==> src/isr_pkg.sv <==
// Shared types and constants for the Ising ring Metropolis update block.
// Used by every module of the block; depends on nothing.
`default_nettype none

package isr_pkg;

	// Fixed field widths of the block ports.
	localparam int SITE_W     = 6;
	localparam int LEN_W      = 7;
	localparam int THR_W      = 16;
	localparam int SUM_W      = 8;
	localparam int SWEEP_W    = 16;
	localparam int CFG_IDX_W  = 2;
	localparam int CFG_DATA_W = 16;

	// Parameter defaults and limits.
	localparam int MAX_SPINS_DEF   = 64;
	localparam int DRAW_BITS_DEF   = 16;
	localparam int SITE_REACH      = 64;
	localparam int RING_LENGTH_RST = 64;

	// Local field value at which an uphill flip is tested against the threshold.
	localparam int H_UPHILL = 2;

	typedef enum logic [1:0] {
		CMD_FLIP  = 2'd0,
		CMD_LOAD  = 2'd1,
		CMD_SWEEP = 2'd2
	} cmd_t;

	typedef enum logic [CFG_IDX_W-1:0] {
		REG_RING_LENGTH      = 2'd0,
		REG_ACCEPT_THRESHOLD = 2'd1,
		REG_WARMUP_SWEEPS    = 2'd2
	} reg_idx_t;

	typedef enum logic [2:0] {
		ST_IDLE,
		ST_FLIP_A,
		ST_FLIP_B,
		ST_FLIP_C,
		ST_FLIP_W,
		ST_MEAS_RUN,
		ST_MEAS_WAIT,
		ST_MEAS_END
	} seq_state_t;

	// Write request into the spin store.
	typedef struct packed {
		logic              en;
		logic [SITE_W-1:0] addr;
		logic              data;
	} spin_wr_t;

	// Work handed from the command decoder to the sequencer.
	typedef struct packed {
		logic              flip;
		logic              meas;
		logic [SITE_W-1:0] site;
		logic              draw_lt;
	} seq_go_t;

	// Control of the shared accumulator.
	typedef struct packed {
		logic clr_corr;
		logic clr_mag;
		logic en;
		logic mag_en;
	} acc_ctrl_t;

endpackage

`default_nettype wire

==> src/isr_spin_mem.sv <==
// Spin store: one write port, two registered read ports, per-entry valid bits.
// An entry never written reads as spin up. Depends on isr_pkg.
`default_nettype none

module isr_spin_mem #(
	parameter int DEPTH  = isr_pkg::SITE_REACH,
	parameter int ADDR_W = $clog2(DEPTH)
) (
	input  wire logic             clk,
	input  wire logic             arst_n,
	input  wire isr_pkg::spin_wr_t wr,
	input  wire logic [ADDR_W-1:0] rd_addr_a,
	input  wire logic [ADDR_W-1:0] rd_addr_b,
	output logic                  rd_data_a,
	output logic                  rd_data_b
);
	import isr_pkg::*;

	logic             mem_q   [DEPTH];
	logic [DEPTH-1:0] valid_q;

	// Valid bits: cleared by reset, set on the first write of an entry.
	always_ff @(posedge clk or negedge arst_n) begin
		if (!arst_n) begin
			valid_q <= '0;
		end else if (wr.en) begin
			valid_q[wr.addr[ADDR_W-1:0]] <= 1'b1;
		end
	end

	// Storage array and registered read ports.
	always_ff @(posedge clk) begin
		if (wr.en) begin
			mem_q[wr.addr[ADDR_W-1:0]] <= wr.data;
		end
		rd_data_a <= valid_q[rd_addr_a] ? mem_q[rd_addr_a] : 1'b1;
		rd_data_b <= valid_q[rd_addr_b] ? mem_q[rd_addr_b] : 1'b1;
	end

endmodule

`default_nettype wire

==> src/isr_acc.sv <==
// Shared accumulator: sums spin products for the local field and the
// correlations, and sums single spins for the magnetization. Depends on isr_pkg.
`default_nettype none

module isr_acc (
	input  wire logic                        clk,
	input  wire logic                        arst_n,
	input  wire isr_pkg::acc_ctrl_t           ctrl,
	input  wire logic                        spin_a,
	input  wire logic                        spin_b,
	output logic signed [isr_pkg::SUM_W-1:0] corr,
	output logic signed [isr_pkg::SUM_W-1:0] mag
);
	import isr_pkg::*;

	localparam logic signed [SUM_W-1:0] PLUS_ONE  = SUM_W'(1);
	localparam logic signed [SUM_W-1:0] MINUS_ONE = -SUM_W'(1);

	logic signed [SUM_W-1:0] corr_q;
	logic signed [SUM_W-1:0] mag_q;
	logic signed [SUM_W-1:0] prod_term;
	logic signed [SUM_W-1:0] spin_term;

	// Product of two spins is +1 when they agree, -1 otherwise.
	assign prod_term = (spin_a == spin_b) ? PLUS_ONE : MINUS_ONE;
	assign spin_term = spin_a ? PLUS_ONE : MINUS_ONE;

	always_ff @(posedge clk or negedge arst_n) begin
		if (!arst_n) begin
			corr_q <= '0;
			mag_q  <= '0;
		end else begin
			if (ctrl.clr_corr) begin
				corr_q <= '0;
			end else if (ctrl.en) begin
				corr_q <= corr_q + prod_term;
			end
			if (ctrl.clr_mag) begin
				mag_q <= '0;
			end else if (ctrl.mag_en) begin
				mag_q <= mag_q + spin_term;
			end
		end
	end

	assign corr = corr_q;
	assign mag  = mag_q;

endmodule

`default_nettype wire

==> src/isr_seq.sv <==
// Sequencer: walks the spin store for flip attempts and measurements,
// drives the shared accumulator and registers the results. Depends on isr_pkg.
`default_nettype none

module isr_seq #(
	parameter int ADDR_W = 6,
	parameter int CNT_W  = 7
) (
	input  wire logic                         clk,
	input  wire logic                         arst_n,
	input  wire isr_pkg::seq_go_t              go,
	input  wire logic [CNT_W-1:0]             eff_len,
	input  wire logic                         rd_data_a,
	input  wire logic signed [isr_pkg::SUM_W-1:0] corr,
	input  wire logic signed [isr_pkg::SUM_W-1:0] mag,
	output logic [ADDR_W-1:0]                 rd_addr_a,
	output logic [ADDR_W-1:0]                 rd_addr_b,
	output isr_pkg::spin_wr_t                  wr,
	output isr_pkg::acc_ctrl_t                 acc,
	output logic                              busy,
	output logic                              result_strobe,
	output logic [isr_pkg::SITE_W-1:0]        distance,
	output logic signed [isr_pkg::SUM_W-1:0]  correlation_sum,
	output logic signed [isr_pkg::SUM_W-1:0]  magnetization_sum,
	output logic signed [isr_pkg::SUM_W-1:0]  energy_sum,
	output logic                              last
);
	import isr_pkg::*;

	seq_state_t state_q, state_d;

	logic [ADDR_W-1:0] site_q;
	logic              draw_lt_q;
	logic [ADDR_W-1:0] idx_q;
	logic [ADDR_W-1:0] bptr_q;
	logic [ADDR_W-1:0] d_q;
	logic              pre_q;
	logic              vld_s1;
	logic              issue;
	logic              emit;
	logic              result_strobe_q;
	logic signed [SUM_W-1:0] energy_q;
	logic [SITE_W-1:0]       distance_q;
	logic signed [SUM_W-1:0] corr_out_q;
	logic signed [SUM_W-1:0] mag_out_q;
	logic signed [SUM_W-1:0] energy_out_q;
	logic                    last_q;

	logic [ADDR_W-1:0] nm1;
	logic [ADDR_W-1:0] left_addr;
	logic [ADDR_W-1:0] right_addr;
	logic [ADDR_W-1:0] bptr_next;
	logic [ADDR_W-1:0] d_next;

	// Ring neighbors and the wrapping pointer step.
	assign nm1        = ADDR_W'(eff_len - CNT_W'(1));
	assign left_addr  = (site_q == '0) ? nm1 : ADDR_W'(site_q - ADDR_W'(1));
	assign right_addr = (site_q == nm1) ? '0 : ADDR_W'(site_q + ADDR_W'(1));
	assign bptr_next  = (bptr_q == nm1) ? '0 : ADDR_W'(bptr_q + ADDR_W'(1));
	assign d_next     = ADDR_W'(d_q + ADDR_W'(1));

	// State register.
	always_ff @(posedge clk or negedge arst_n) begin
		if (!arst_n) begin
			state_q <= ST_IDLE;
		end else begin
			state_q <= state_d;
		end
	end

	// Next state, read addresses, accumulator control and write request.
	always_comb begin
		state_d      = state_q;
		rd_addr_a    = site_q;
		rd_addr_b    = bptr_q;
		wr           = '0;
		acc          = '0;
		issue        = 1'b0;
		emit         = 1'b0;
		unique case (state_q)
			ST_IDLE: begin
				if (go.flip) begin
					acc.clr_corr = 1'b1;
					state_d      = ST_FLIP_A;
				end else if (go.meas) begin
					acc.clr_corr = 1'b1;
					acc.clr_mag  = 1'b1;
					state_d      = ST_MEAS_RUN;
				end
			end
			ST_FLIP_A: begin
				rd_addr_b = left_addr;
				issue     = 1'b1;
				state_d   = ST_FLIP_B;
			end
			ST_FLIP_B: begin
				rd_addr_b = right_addr;
				issue     = 1'b1;
				state_d   = ST_FLIP_C;
			end
			ST_FLIP_C: begin
				state_d = ST_FLIP_W;
			end
			ST_FLIP_W: begin
				// Downhill or level moves always flip; uphill ones take the draw.
				wr.en   = (corr != SUM_W'(H_UPHILL)) || draw_lt_q;
				wr.addr = SITE_W'(site_q);
				wr.data = ~rd_data_a;
				state_d = ST_IDLE;
			end
			ST_MEAS_RUN: begin
				rd_addr_a = idx_q;
				issue     = 1'b1;
				if (idx_q == nm1) begin
					state_d = ST_MEAS_WAIT;
				end
			end
			ST_MEAS_WAIT: begin
				state_d = ST_MEAS_END;
			end
			ST_MEAS_END: begin
				acc.clr_corr = 1'b1;
				if (pre_q) begin
					state_d = ST_MEAS_RUN;
				end else begin
					emit = 1'b1;
					if (d_q == nm1) begin
						state_d = ST_IDLE;
					end else begin
						state_d = ST_MEAS_RUN;
					end
				end
			end
			default: begin
				state_d = ST_IDLE;
			end
		endcase
		acc.en     = vld_s1;
		acc.mag_en = vld_s1 && pre_q;
	end

	// Pass counters and read pipeline flag.
	always_ff @(posedge clk or negedge arst_n) begin
		if (!arst_n) begin
			idx_q           <= '0;
			bptr_q          <= '0;
			d_q             <= '0;
			pre_q           <= 1'b0;
			vld_s1          <= 1'b0;
			result_strobe_q <= 1'b0;
		end else begin
			vld_s1          <= issue;
			result_strobe_q <= emit;
			if (state_q == ST_IDLE && !go.flip && go.meas) begin
				// The first pass at distance one yields energy and magnetization.
				pre_q  <= 1'b1;
				idx_q  <= '0;
				d_q    <= '0;
				bptr_q <= (nm1 == '0) ? '0 : ADDR_W'(1);
			end else if (state_q == ST_MEAS_RUN) begin
				idx_q  <= ADDR_W'(idx_q + ADDR_W'(1));
				bptr_q <= bptr_next;
			end else if (state_q == ST_MEAS_END) begin
				pre_q <= 1'b0;
				idx_q <= '0;
				if (pre_q) begin
					d_q    <= '0;
					bptr_q <= '0;
				end else begin
					d_q    <= d_next;
					bptr_q <= d_next;
				end
			end
		end
	end

	// Latched request fields, energy and the result registers.
	always_ff @(posedge clk) begin
		if (state_q == ST_IDLE && go.flip) begin
			site_q    <= go.site[ADDR_W-1:0];
			draw_lt_q <= go.draw_lt;
		end
		if (state_q == ST_MEAS_END && pre_q) begin
			energy_q <= -corr;
		end
		if (emit) begin
			distance_q   <= SITE_W'(d_q);
			corr_out_q   <= corr;
			mag_out_q    <= mag;
			energy_out_q <= energy_q;
			last_q       <= (d_q == nm1);
		end
	end

	assign busy              = (state_q != ST_IDLE);
	assign result_strobe     = result_strobe_q;
	assign distance          = distance_q;
	assign correlation_sum   = corr_out_q;
	assign magnetization_sum = mag_out_q;
	assign energy_sum        = energy_out_q;
	assign last              = last_q;

endmodule

`default_nettype wire

==> src/ising_ring_metropolis_update.sv <==
// Top level of the Ising ring Metropolis update: configuration registers,
// command decode, sweep counter. Depends on isr_pkg, isr_spin_mem, isr_acc, isr_seq.
//
//   Channel  | Handshake                | Payload
//   ---------+--------------------------+------------------------------------------
//   request  | start, busy              | command, site, accept_draw, spin_up
//   result   | result_strobe            | distance, correlation_sum,
//            |                          | magnetization_sum, energy_sum, last
//   config   | cfg_valid, cfg_ready     | cfg_index, cfg_data
//
// A load, an ignored command or a sweep end within warm-up completes at its
// accepting edge. A flip attempt keeps busy high after acceptance through states
// FLIP_A, FLIP_B, FLIP_C and FLIP_W (reads of the site and both neighbors via the
// two-port spin store, then the decision and write). In a measuring sweep end every
// pass reads one pair of spins per cycle into the single accumulator, and one
// result leaves per distance. Reset is immediate: valid bits make the store read
// all spins up. Results cannot be stalled; each is shown for exactly one cycle.
`default_nettype none

module ising_ring_metropolis_update #(
	parameter int MAX_SPINS = isr_pkg::MAX_SPINS_DEF,
	parameter int DRAW_BITS = isr_pkg::DRAW_BITS_DEF
) (
	input  wire logic                              clk,
	input  wire logic                              arst_n,
	input  wire logic                              start,
	output logic                                   busy,
	input  wire logic [1:0]                        command,
	input  wire logic [isr_pkg::SITE_W-1:0]        site,
	input  wire logic [DRAW_BITS-1:0]              accept_draw,
	input  wire logic                              spin_up,
	output logic                                   result_strobe,
	output logic [isr_pkg::SITE_W-1:0]             distance,
	output logic signed [isr_pkg::SUM_W-1:0]       correlation_sum,
	output logic signed [isr_pkg::SUM_W-1:0]       magnetization_sum,
	output logic signed [isr_pkg::SUM_W-1:0]       energy_sum,
	output logic                                   last,
	input  wire logic                              cfg_valid,
	output logic                                   cfg_ready,
	input  wire logic [isr_pkg::CFG_IDX_W-1:0]     cfg_index,
	input  wire logic [isr_pkg::CFG_DATA_W-1:0]    cfg_data
);
	import isr_pkg::*;

	localparam int STORE_DEPTH = (MAX_SPINS < SITE_REACH) ? MAX_SPINS : SITE_REACH;
	localparam int ADDR_W      = $clog2(STORE_DEPTH);
	localparam int CNT_W       = $clog2(STORE_DEPTH + 1);
	localparam int CMP_W       = (DRAW_BITS > THR_W) ? DRAW_BITS : THR_W;

	logic [LEN_W-1:0]   ring_length_q;
	logic [THR_W-1:0]   accept_threshold_q;
	logic [SWEEP_W-1:0] warmup_q;
	logic [SWEEP_W-1:0] sweep_q;
	logic [SWEEP_W-1:0] sweep_next;
	logic [CNT_W-1:0]   eff_len;
	logic               accept;
	logic               site_ok;
	logic               draw_lt;
	logic               sweep_en;
	seq_go_t            go;
	spin_wr_t           load_wr;
	spin_wr_t           seq_wr;
	spin_wr_t           mem_wr;
	acc_ctrl_t          acc_ctrl;
	logic [ADDR_W-1:0]  rd_addr_a;
	logic [ADDR_W-1:0]  rd_addr_b;
	logic               rd_data_a;
	logic               rd_data_b;
	logic signed [SUM_W-1:0] corr;
	logic signed [SUM_W-1:0] mag;
	logic               seq_busy;

	// Configuration registers; the port never stalls.
	assign cfg_ready = 1'b1;

	always_ff @(posedge clk or negedge arst_n) begin
		if (!arst_n) begin
			ring_length_q      <= LEN_W'(RING_LENGTH_RST);
			accept_threshold_q <= '0;
			warmup_q           <= '0;
		end else if (cfg_valid && cfg_ready) begin
			unique case (reg_idx_t'(cfg_index))
				REG_RING_LENGTH:      ring_length_q      <= cfg_data[LEN_W-1:0];
				REG_ACCEPT_THRESHOLD: accept_threshold_q <= cfg_data[THR_W-1:0];
				REG_WARMUP_SWEEPS:    warmup_q           <= cfg_data[SWEEP_W-1:0];
				default: ;
			endcase
		end
	end

	// Effective ring length, clamped to one through the store depth.
	always_comb begin
		if (ring_length_q == '0) begin
			eff_len = CNT_W'(1);
		end else if (ring_length_q > LEN_W'(STORE_DEPTH)) begin
			eff_len = CNT_W'(STORE_DEPTH);
		end else begin
			eff_len = CNT_W'(ring_length_q);
		end
	end

	assign accept     = start && !busy;
	assign site_ok    = LEN_W'(site) < LEN_W'(eff_len);
	assign draw_lt    = CMP_W'(accept_draw) < CMP_W'(accept_threshold_q);
	assign sweep_next = (sweep_q == '1) ? sweep_q : SWEEP_W'(sweep_q + SWEEP_W'(1));

	// Command decode.
	always_comb begin
		go       = '0;
		load_wr  = '0;
		sweep_en = 1'b0;
		go.site    = site;
		go.draw_lt = draw_lt;
		load_wr.addr = site;
		load_wr.data = spin_up;
		if (accept) begin
			unique case (cmd_t'(command))
				CMD_FLIP:  go.flip = site_ok;
				CMD_LOAD:  load_wr.en = site_ok;
				CMD_SWEEP: begin
					sweep_en = 1'b1;
					go.meas  = sweep_next > warmup_q;
				end
				default: ;
			endcase
		end
	end

	// Saturating sweep counter.
	always_ff @(posedge clk or negedge arst_n) begin
		if (!arst_n) begin
			sweep_q <= '0;
		end else if (sweep_en) begin
			sweep_q <= sweep_next;
		end
	end

	// Loads and flips never coincide; the sequencer write wins anyway.
	assign mem_wr = seq_wr.en ? seq_wr : load_wr;

	isr_spin_mem #(
		.DEPTH  (STORE_DEPTH),
		.ADDR_W (ADDR_W)
	) u_mem (
		.clk       (clk),
		.arst_n    (arst_n),
		.wr        (mem_wr),
		.rd_addr_a (rd_addr_a),
		.rd_addr_b (rd_addr_b),
		.rd_data_a (rd_data_a),
		.rd_data_b (rd_data_b)
	);

	isr_acc u_acc (
		.clk    (clk),
		.arst_n (arst_n),
		.ctrl   (acc_ctrl),
		.spin_a (rd_data_a),
		.spin_b (rd_data_b),
		.corr   (corr),
		.mag    (mag)
	);

	isr_seq #(
		.ADDR_W (ADDR_W),
		.CNT_W  (CNT_W)
	) u_seq (
		.clk               (clk),
		.arst_n            (arst_n),
		.go                (go),
		.eff_len           (eff_len),
		.rd_data_a         (rd_data_a),
		.corr              (corr),
		.mag               (mag),
		.rd_addr_a         (rd_addr_a),
		.rd_addr_b         (rd_addr_b),
		.wr                (seq_wr),
		.acc               (acc_ctrl),
		.busy              (seq_busy),
		.result_strobe     (result_strobe),
		.distance          (distance),
		.correlation_sum   (correlation_sum),
		.magnetization_sum (magnetization_sum),
		.energy_sum        (energy_sum),
		.last              (last)
	);

	assign busy = seq_busy;

endmodule

`default_nettype wire

==> config.mk <==
export PLATFORM = sky130hd
export DESIGN_NAME = ising_ring_metropolis_update
export DESIGN_NICKNAME = d
export VERILOG_FILES = /design/src/isr_pkg.sv /design/src/isr_spin_mem.sv /design/src/isr_acc.sv /design/src/isr_seq.sv /design/src/ising_ring_metropolis_update.sv
export SDC_FILE = /design/constraint.sdc
export NUM_CORES = 1
export LEC_CHECK = 0
export BUFFER_PORTS_ARGS = -buffer_cell sky130_fd_sc_hd__buf_4
export CAP_MARGIN = 15
export CORE_MARGIN = 2
export CORE_UTILIZATION = 56
export DETAILED_ROUTE_END_ITERATION = 16
export PLACE_DENSITY_LB_ADDON = 0.1
export SLEW_MARGIN = 10
export SYNTH_ARGS = -nofsm -noshare
export SYNTH_HDL_FRONTEND = slang
export SYNTH_HIERARCHICAL = 1
export SYNTH_SLANG_ARGS = --single-unit
==> constraint.sdc <==
create_clock -name clk -period 3.8 [get_ports clk]
set_input_delay 0.76 -clock clk [delete_from_list [all_inputs] [get_ports clk]]
set_output_delay 0.76 -clock clk [all_outputs]
set_load 0.01 [all_outputs]
==> results.cfg <==
[placed_design]
place.gp.congestion = 0.899
place_area_sq_um = 16300
port_buffers = 79
dp_hpwl_mm = 24.7
place_inst = 1819

[clock_tree]
clockBufferDepth = 3
h-tree-depth = 1
cts_sinks = 271
path_clk_slew_ns = 0.06
root_buffer = clkbuf_16
worstSkewPairLatency_ns = 0.56
tritoncts = built
numCtsBuffers = 30

[drt]
top_layer = met4
drc = 0
wl_met1_mm = 15.4
wl_met3_mm = 1.89
ant_nets = 0
initialDrtViolationCount = 761
wl_per_cell_um = 18.5
dr_total_vias = 11000
routed_wl_mm = 35.0
first_pass_iters = 5
vias_per_cell = 5.79
dr_wl_met2_mm = 16.9

[timing]
setup_viol = 4
fin_skew_ns = 0.0246
fmax_ghz = 0.261
fin_crit_sh_pct = 101
period_minus_slack_ns = 3.84
worst_slew_pin_slew_ns = 0.922
finalWorstSetupSlack_ns = -0.0373
setup_tns_ns = -0.0822
hold_viol = 0
maxSlewHeadroom_pct = 37.7
rsz0062_at_grt = yes
holdWs_ns = 0.280
drv_slew = 0

[status]
violations = setup timing
outcome = complete, but fails checks

[worst_setup_path]
end_kind = flip-flop
worstPathArrival_ns = 4.30
critPathMaxFanout = 4
crit_type = reg2reg
cp-start-kind = flip-flop
cp_data_required_time_ns = 4.26

[die]
row_count = 59
fp.dieArea_sq_um = 27600
fp.dieW_um = 166
io_pins = 81
initial_utilization_pct = 56.8
core_sq_um = 25900
die_h_um = 166

[pwr]
power_density_nw_per_um2 = 698
irDropWorstVdd_uv = 481
p_leak_nw = 7.62

[global_route]
grt_usage_pct = 25.2
grt_max_degree = 90
grt_pass1_vias = 11000
grt-ovfl-total = 0
grt_antenna_before_repair = 0
grt_pass1_wl_mm = 56.7

[cells_and_area]
fillers = 1931
area_growth_syn_to_layout_pct = 20.6
seqCellArea_sq_um = 7320
final_area_sq_um = 17800
antenna_cells = 0
multi_input_area_sq_um = 7130
nets = 1645
drive_gt1_share_pct = 29.1
final_cell_count_no_fill = 1893

[synthesis]
syn_area_per_cell_sq_um = 10.8
ys_warn_count = 6
syn_nets = 1473
syn_area_sq_um = 14700
synth_cells = 1362

[flow_run]
drv_cap = 0

[hold_path]
worstHoldPathType = in2async
state kept, by name, summed over array words and instances (netlist names), 7 cells and up:
| signal | flops |
|---|---|
| u_mem/valid_q | 64 |
| sweep_q | 16 |
| warmup_q | 16 |
| accept_threshold_q | 16 |
| u_seq/energy_q | 8 |
| u_acc/mag | 8 |
| u_mem/mem_q | 64 |
| u_seq/correlation_sum | 8 |
| u_seq/energy_sum | 8 |
| u_seq/magnetization_sum | 8 |
| ring_length_q | 7 |
| u_acc/corr | 8 |
worst paths after layout:
path / from / endpoint / slack, ns / cells past startpoint
max in group asynchronous: arst_n / u_mem/valid_q[59]$_DFFE_PN0P_ / 2.51 / 2
max: sweep_q[4]$_DFFE_PN0P_ / u_acc/corr[6]$_DFFE_PN0P_ / -0.04 / 17
min in group clk: u_seq/energy_q[3]$_DFFE_PP_ / u_seq/energy_sum[3]$_DFFE_PP_ / 0.42 / 0
min: arst_n / u_acc/corr[2]$_DFFE_PN0P_ / 0.28 / 1
min reg2reg: u_seq/energy_q[3]$_DFFE_PP_ / u_seq/energy_sum[3]$_DFFE_PP_ / 0.42 / 0
max reg2reg: sweep_q[4]$_DFFE_PN0P_ / u_acc/corr[6]$_DFFE_PN0P_ / -0.04 / 17
area by class of cell:
cell class                 instances  share of cell area [%]
multi-input combinational        956                    40.2
clock inverter                    20                    1.18
inverter                          76                    1.62
sequential                       271                    41.2
tap                              335                    2.36
clock buffer                      36                    4.53
timing repair buffer             199                    8.92
cells in the final DEF (no fill, tap or decap), types with 9 or more instances in the layout:
cell,count
ha_1,59
nand3_1,39
inv_1,74
buf_6,15
clkbuf_16,31
nor3_1,23
a31oi_1,21
nand2_1,74
nand4_1,17
mux2_2,54
buf_4,180
xor2_1,19
a21oi_1,47
or2_2,67
xnor2_1,48
nand3b_1,22
o211ai_1,18
and3_1,10
o21ai_0,30
nor2_1,109
a21o_1,11
nor2_2,9
nor3b_1,36
nand2b_1,28
nor2b_1,26
a211oi_1,12
dfrtp_1,158
edfxtp_1,110
a21oi_2,9
where the power goes:
part | switching, W | internal [W]
logic | 0.00271 | 0.00235
registers | 0.000548 | 0.00385
clock network | 0.00117 | 0.00178
total | 0.00442 | 0.00798
metrics by stage:
stage / worst slack [ns] / total power (W) / util, %
floorplan: -0.0319 / 0.00752 / -
global placement: -0.0578 / 0.00900 / 62.8
detailed placement: -0.215 / 0.00911 / 62.8
CTS: -0.0753 / 0.0122 / 67.2
global route: -0.279 / 0.0132 / 68.6
finish: -0.0373 / 0.0124 / 68.6
what timing repair did:
action | CTS | global route
buffers inserted | 8 | 9
resized for setup | 17 | 69
setup endpoints to repair | 25 | 39
cloned | 1 | 1
hold buffers | 0 | 0
pin swaps | 18 | 23
critical path, stage by stage (launching register included):
cell and delay [ns]:
dfrtp_1 0.39, nand3_4 0.11, or3_4 0.38, a31oi_4 0.19, nand2_1 0.09, xnor2_1 0.14
ha_1 0.30, nand4_1 0.12, or4_4 0.56, buf_6 0.14, o21ai_4 0.14, a31oi_4 0.07
nor2_4 0.14, buf_6 0.12, o21ai_4 0.05, buf_2 0.15, or4bb_1 0.49, o211ai_1 0.17
layer usage:
metal	up-vias	GRT usage, %
met3	64	3.69
met2	289	42.2
li1	5247	-
met1	5355	34.9
met4	0	6.28
met5	-	0
(Power assumes the default switching activity.)
